--- src/hw/rtl/tfpu_pkg.sv ---
// Shared constants and types of the three-frequency phase unwrap block.
package tfpu_pkg;

    localparam int PHASE_BITS = 16;
    localparam int IN_W       = 16;
    localparam int RATIO_W    = 24;
    localparam int BIAS_W     = 16;
    localparam int CFG_W      = 24;
    localparam int REG_IDX_W  = 2;
    localparam int OUT_W      = 32;
    localparam int ORDER_W    = 16;
    localparam int FRAC_SHIFT = PHASE_BITS + 16;
    localparam int LATENCY    = 8;

    typedef logic [PHASE_BITS-1:0] phase_t;

    typedef struct packed {
        phase_t p1;
        phase_t p23;
        phase_t p123;
    } het_t;

    typedef enum logic [REG_IDX_W-1:0] {
        REG_RATIO_COARSE = 2'd0,
        REG_RATIO_FINE   = 2'd1,
        REG_ROUND_BIAS   = 2'd2
    } reg_index_t;

    localparam logic [RATIO_W-1:0] RATIO_COARSE_RST = 24'd65536;
    localparam logic [RATIO_W-1:0] RATIO_FINE_RST   = 24'd65536;
    localparam logic [BIAS_W-1:0]  ROUND_BIAS_RST   = 16'd2086;

endpackage

--- src/hw/rtl/tfpu_heterodyne.sv ---
// Input stage: take the low phase bits and form the wrapped heterodyne differences.
module tfpu_heterodyne
(
    input  logic                      clk,
    input  logic                      rst_n,
    input  logic                      in_valid,
    input  logic [tfpu_pkg::IN_W-1:0] phase_high,
    input  logic [tfpu_pkg::IN_W-1:0] phase_mid,
    input  logic [tfpu_pkg::IN_W-1:0] phase_low,
    output logic                      out_valid,
    output tfpu_pkg::het_t            het
);
    import tfpu_pkg::*;

    phase_t p1;
    phase_t p2;
    phase_t p3;
    phase_t p12;
    phase_t p23;
    logic   valid_reg;
    het_t   het_reg;
    het_t   het_next;

    always_comb
    begin
        p1  = PHASE_BITS'(phase_high);
        p2  = PHASE_BITS'(phase_mid);
        p3  = PHASE_BITS'(phase_low);
        p12 = p1 - p2;
        p23 = p2 - p3;
        het_next.p1   = p1;
        het_next.p23  = p23;
        het_next.p123 = p12 - p23;
    end

    always_ff @(posedge clk or negedge rst_n)
    begin
        if (!rst_n)
        begin
            valid_reg <= 1'b0;
        end
        else
        begin
            valid_reg <= in_valid;
        end
    end

    always_ff @(posedge clk)
    begin
        if (in_valid)
        begin
            het_reg <= het_next;
        end
    end

    assign out_valid = valid_reg;
    assign het       = het_reg;

endmodule

--- config.mk ---
export PLATFORM = sky130hd
export DESIGN_NAME = tfpu_heterodyne
export DESIGN_NICKNAME = d
export VERILOG_FILES = /design/src/hw/rtl/tfpu_pkg.sv /design/src/hw/rtl/tfpu_heterodyne.sv
export SDC_FILE = /design/constraint.sdc
export NUM_CORES = 1
export LEC_CHECK = 0
export BUFFER_PORTS_ARGS = -buffer_cell sky130_fd_sc_hd__buf_2
export CAP_MARGIN = 5
export CORE_MARGIN = 5
export CORE_UTILIZATION = 40
export DETAILED_ROUTE_END_ITERATION = 8
export HOLD_SLACK_MARGIN = 0.06
export PLACE_DENSITY = 0.67
export SYNTH_ARGS = -nofsm -noshare
export SYNTH_HDL_FRONTEND = slang
export SYNTH_SLANG_ARGS = --single-unit
--- constraint.sdc ---
create_clock -name clk -period 0.8 [get_ports clk]
set_input_delay 0.04 -clock clk [delete_from_list [all_inputs] [get_ports clk]]
set_output_delay 0.04 -clock clk [all_outputs]
set_load 0.02 [all_outputs]
* Word level (Yosys, flattened, before mapping) *
Index checks and enable logic that the tools add are counted.

cells by class
  $add $sub $neg = 3

operators with widths
  kind               number
  16-bit subtractor  3

word-level totals
  register bits after elaboration = 49
  input bits = 51
  logic and storage cells = 7

* Longest topological paths before layout *
  word-level depth = 2
  depth in mapped cells = 21
  gate-level depth less buffers = 21

* Worst setup path before layout *
Ideal clock, no wire load.

  kind = input to register
  start point = in phase_mid[0] in the netlist's numbering
  end point = reg het_reg, in the netlist het[15] (data pin)
  setup time = 0.264 ns
  data arrival time = 3.480 ns
  data required time = 0.536 ns
  path slack = -2.943 ns
  cell stages on the path = 18
  cell sequence = inv_1 > ha_1 > inv_1 > fa_1 > a21o_1 > a21oi_1 > o211ai_1 > a21boi_0 > xnor2_1 > fa_1 > ha_1 > a21oi_1 > o21ai_1 > or3_1 > a21oi_1 > o211ai_1 > xnor2_1 > xnor2_1

RTL lines
  element               line                   text
  start, declared       tfpu_heterodyne.sv:8   input logic [tfpu_pkg::IN_W-1:0] phase_mid,
  end signal, assigned  tfpu_heterodyne.sv:52  het_reg <= het_next;
  end, declared         tfpu_heterodyne.sv:21  het_t het_reg;

==> flow_metrics.env <==
export IMPL_status="finished with violations"
export IMPL_violations="negative setup slack"
export IMPL_pin_count=100
export IMPL_synth_top_area_frac=0.4211
export IMPL_startpoint="phase_mid[0]"
export IMPL_postRouteAntennaNets=0
export IMPL_synth_warnings=0
export IMPL_io_buffers=99
export IMPL_path_class="in -> reg"
export IMPL_die_area_sq_mm=0.01051
export IMPL_route_detailed_drc=0
export IMPL_post_synth_num_cell_types=43
export IMPL_dominantRegCellSynth="edfxtp_1"
export IMPL_min_from="phase_high[1]"
export IMPL_synth_seq_cells=49
export IMPL_overflow=0
export IMPL_path_cells="buf_12, inv_12, ha_4, inv_2, fa_2, a21o_1, a21oi_2, o211ai_1, a21boi_4, a31oi_1, xor2_1, fa_1, ha_4, o21a_1, o21a_1, o21ai_2, a32oi_1, o211ai_1, xnor2_1, xnor2_1"
export IMPL_avgRoutedWirePerCell_um=16.94
export IMPL_grt_pass1_wl_um=15620
export IMPL_tightest_slew_ps=521.6
export IMPL_finalSetupViolCount=80
export IMPL_busiest_layer="met2"
export IMPL_vias=3288
export IMPL_hold_viol_final=0
export IMPL_synth_edf_count=48
export IMPL_drv_cap=0
export IMPL_start_util=0.4145
export IMPL_largest_register_ffs=48
export IMPL_design_area_sq_mm=0.006105
export IMPL_final_max_slew_viol_count=0
export IMPL_syn2layout_area_growth_pct=78.33
export IMPL_cts_max_level=2
export IMPL_final_core_util=0.7392
export IMPL_path_max_fanout=3
export IMPL_cellLeakagePower_uw=0.002803
export IMPL_cp_arrival_ps=3840
export IMPL_wl_um=11010
export IMPL_async_flop_share=0.02041
export IMPL_holdWs_ps=93.54
export IMPL_yosys_top_cells_area="edfxtp_1 42%, ha_1 12%, fa_1 8.8%"
export IMPL_place_congestion=0.8473
export IMPL_grt_start_max_net_pins=31
export IMPL_end_kind="flop"
export IMPL_endpoint="het[15]"
export IMPL_max_stage_delay_ps=510
export IMPL_powerDensity_mw_per_mm2=2564
export IMPL_place_inst=604
export IMPL_clkSlewWorstSetupHoldPaths_ps=90
export IMPL_die_y_um=102.5
export IMPL_row_count=33
export IMPL_period_minus_slack_ps=3792
export IMPL_dr_pass1_iters=4
export IMPL_grt_usage=0.1904
export IMPL_ys_seq_area_frac=0.4284
export IMPL_syn_area_sq_mm=0.003423
export IMPL_grtUsageMet1=0.2278
export IMPL_hold_path_class="in -> reg"
export IMPL_coreArea_sq_mm=0.008258
export IMPL_irDropWorstVdd_uv=1220
export IMPL_n_antenna_cell=0
export IMPL_period_share=4.741
export IMPL_place_ws_ps=-3137
export IMPL_antenna_found_initial=0
export IMPL_post_dp_cell_area_sq_mm=0.005007
export IMPL_yosysTopAreaCell="edfxtp_1"
export IMPL_rsz0062_at_grt="yes"
export IMPL_cpMaxStageDelayCell="fa_1"
export IMPL_drt_initial_drc_count=129
export IMPL_cts_inserted_buffers=5
export IMPL_instances_no_fill=650
export IMPL_setup_slack_ps=-2992
export IMPL_fmax_mhz=263.7
export IMPL_max_clock_path_buffers=2
export IMPL_syn_num_nets=404
export IMPL_syn_inst=306
export IMPL_drive_gt1_frac=0.5688
export IMPL_dp_hpwl_um=6920
export IMPL_cts_tree="built"
export IMPL_relSlewSlack=0.6490
export IMPL_clock_sinks=49
export IMPL_layout_nets=643
export IMPL_via_per_inst=5.058
export IMPL_die_w_um=102.5
export IMPL_grt_pass1_vias=3408
export IMPL_avgSynthCellArea_sq_um=11.19
export IMPL_cts_root_buffer_cell="clkbuf_8"
export IMPL_cp_data_required_time_ps=850
export IMPL_grt_met2_usage=0.3471
export IMPL_grt_use_met3=0.02842
export IMPL_worstSetupStartpointType="input port"
## worst min path at each step
stage | endpoint | slack [ps] | cells past startpoint
after floorplan | out_valid | -260 | 0
after global placement | out_valid | -180 | 1
after detailed placement | out_valid | -180 | 1
after CTS | het[33] | 90 | 2
after global routing | het[33] | 100 | 2
final | het[33] | 90 | 2
## layout make-up
class	instances	area, sq um
Clock buffer	6	72.57
Clock inverter	1	3.754
Fill cell	510	2153
Inverter	55	221.5
Multi-Input combinational cell	202	2302
Sequential cell	49	1466
Tap cell	105	131.4
Timing Repair Buffer	232	1907
## critical path: cells and delay by family
family / cells / cell delay (ps)
AO/OA/AOI/OAI: 10 / 1710
XOR/XNOR: 3 / 610
adder cells (fa/ha/maj): 4 / 1290
buffers and inverters: 3 / 190
## cells in the mapped netlist, types with 4 or more instances
master,count
inv_1,55
edfxtp_1,48
ha_1,32
xnor2_1,21
a21oi_1,19
nor2_1,17
fa_1,15
o21ai_0,14
xor2_1,11
a21o_1,10
nand2_1,9
o21a_1,8
nand3_1,4
## routing by layer
layer  routed length (um)  vias up
met3                  571       33
met4                  355        0
met2                 5755      112
met5                    0        -
met1                 4326     1595
li1                     -     1548
## cells by family after synthesis
logic type,Yosys count,synth area share
xor+xnor,32,0.08187
fa+ha+maj,47,0.2047
mux,1,0.002924
simple gates,45,0.06616
buf+inv,55,0.06031
flops,49,0.4284
compound gates,77,0.1557
## power breakdown
part | internal (uW) | switching, uW
registers | 3710 | 244
clock network | 593 | 835
logic | 5420 | 4840
## cell usage in the layout (no fill, tap or decap), types with 2 or more instances in the layout
| cell type | Yosys | routed |
|---|---|---|
| nor2_1 | 17 | 10 |
| nand2_1 | 9 | 4 |
| buf_2 | 0 | 57 |
| a21oi_1 | 19 | 5 |
| xnor2_4 | 0 | 3 |
| buf_4 | 0 | 95 |
| nand2b_1 | 3 | 3 |
| dlygate4sd3_1 | 0 | 18 |
| nand2_2 | 0 | 4 |
| inv_2 | 0 | 10 |
| a21o_1 | 10 | 10 |
| o21ai_4 | 0 | 3 |
| buf_6 | 0 | 58 |
| fa_1 | 15 | 14 |
| a31oi_1 | 3 | 2 |
| a21oi_2 | 0 | 14 |
| ha_4 | 0 | 16 |
| o21ai_1 | 3 | 2 |
| edfxtp_1 | 48 | 48 |
| nor2_4 | 0 | 2 |
| nor2b_1 | 3 | 2 |
| inv_1 | 55 | 43 |
| clkbuf_8 | 0 | 5 |
| o21ai_0 | 14 | 6 |
| buf_12 | 0 | 3 |
| ha_1 | 32 | 16 |
| nand3_1 | 4 | 4 |
| o21a_1 | 8 | 8 |
| o211ai_1 | 3 | 3 |
| xor2_1 | 11 | 8 |
| a211oi_1 | 2 | 2 |
| nor2_2 | 0 | 5 |
| o21ai_2 | 1 | 7 |
| xnor2_2 | 0 | 9 |
| xor2_2 | 0 | 3 |
| o21bai_1 | 2 | 2 |
| and3_1 | 2 | 2 |
| xnor2_1 | 21 | 9 |
## per-stage QoR
stage / power (uW) / TNS (ps)
after floorplan: 8616 / -40630
after global placement: 11280 / -52350
after CTS: 14150 / -47290
after global routing: 16530 / -51930
final: 15650 / -48400
after detailed placement: 11450 / -53350
## repair_timing
action / in CTS / in global routing
setup buffers: 20 / 16
hold buffers: 18 / 0
endpoints found under the setup margin: 80 / 80
endpoints found under the hold margin: 17 / 0
pin swaps: 40 / 49
gates resized for setup: 89 / 91
gates cloned: 0 / 0
No activity file was read; power rests on OpenSTA's default activity.
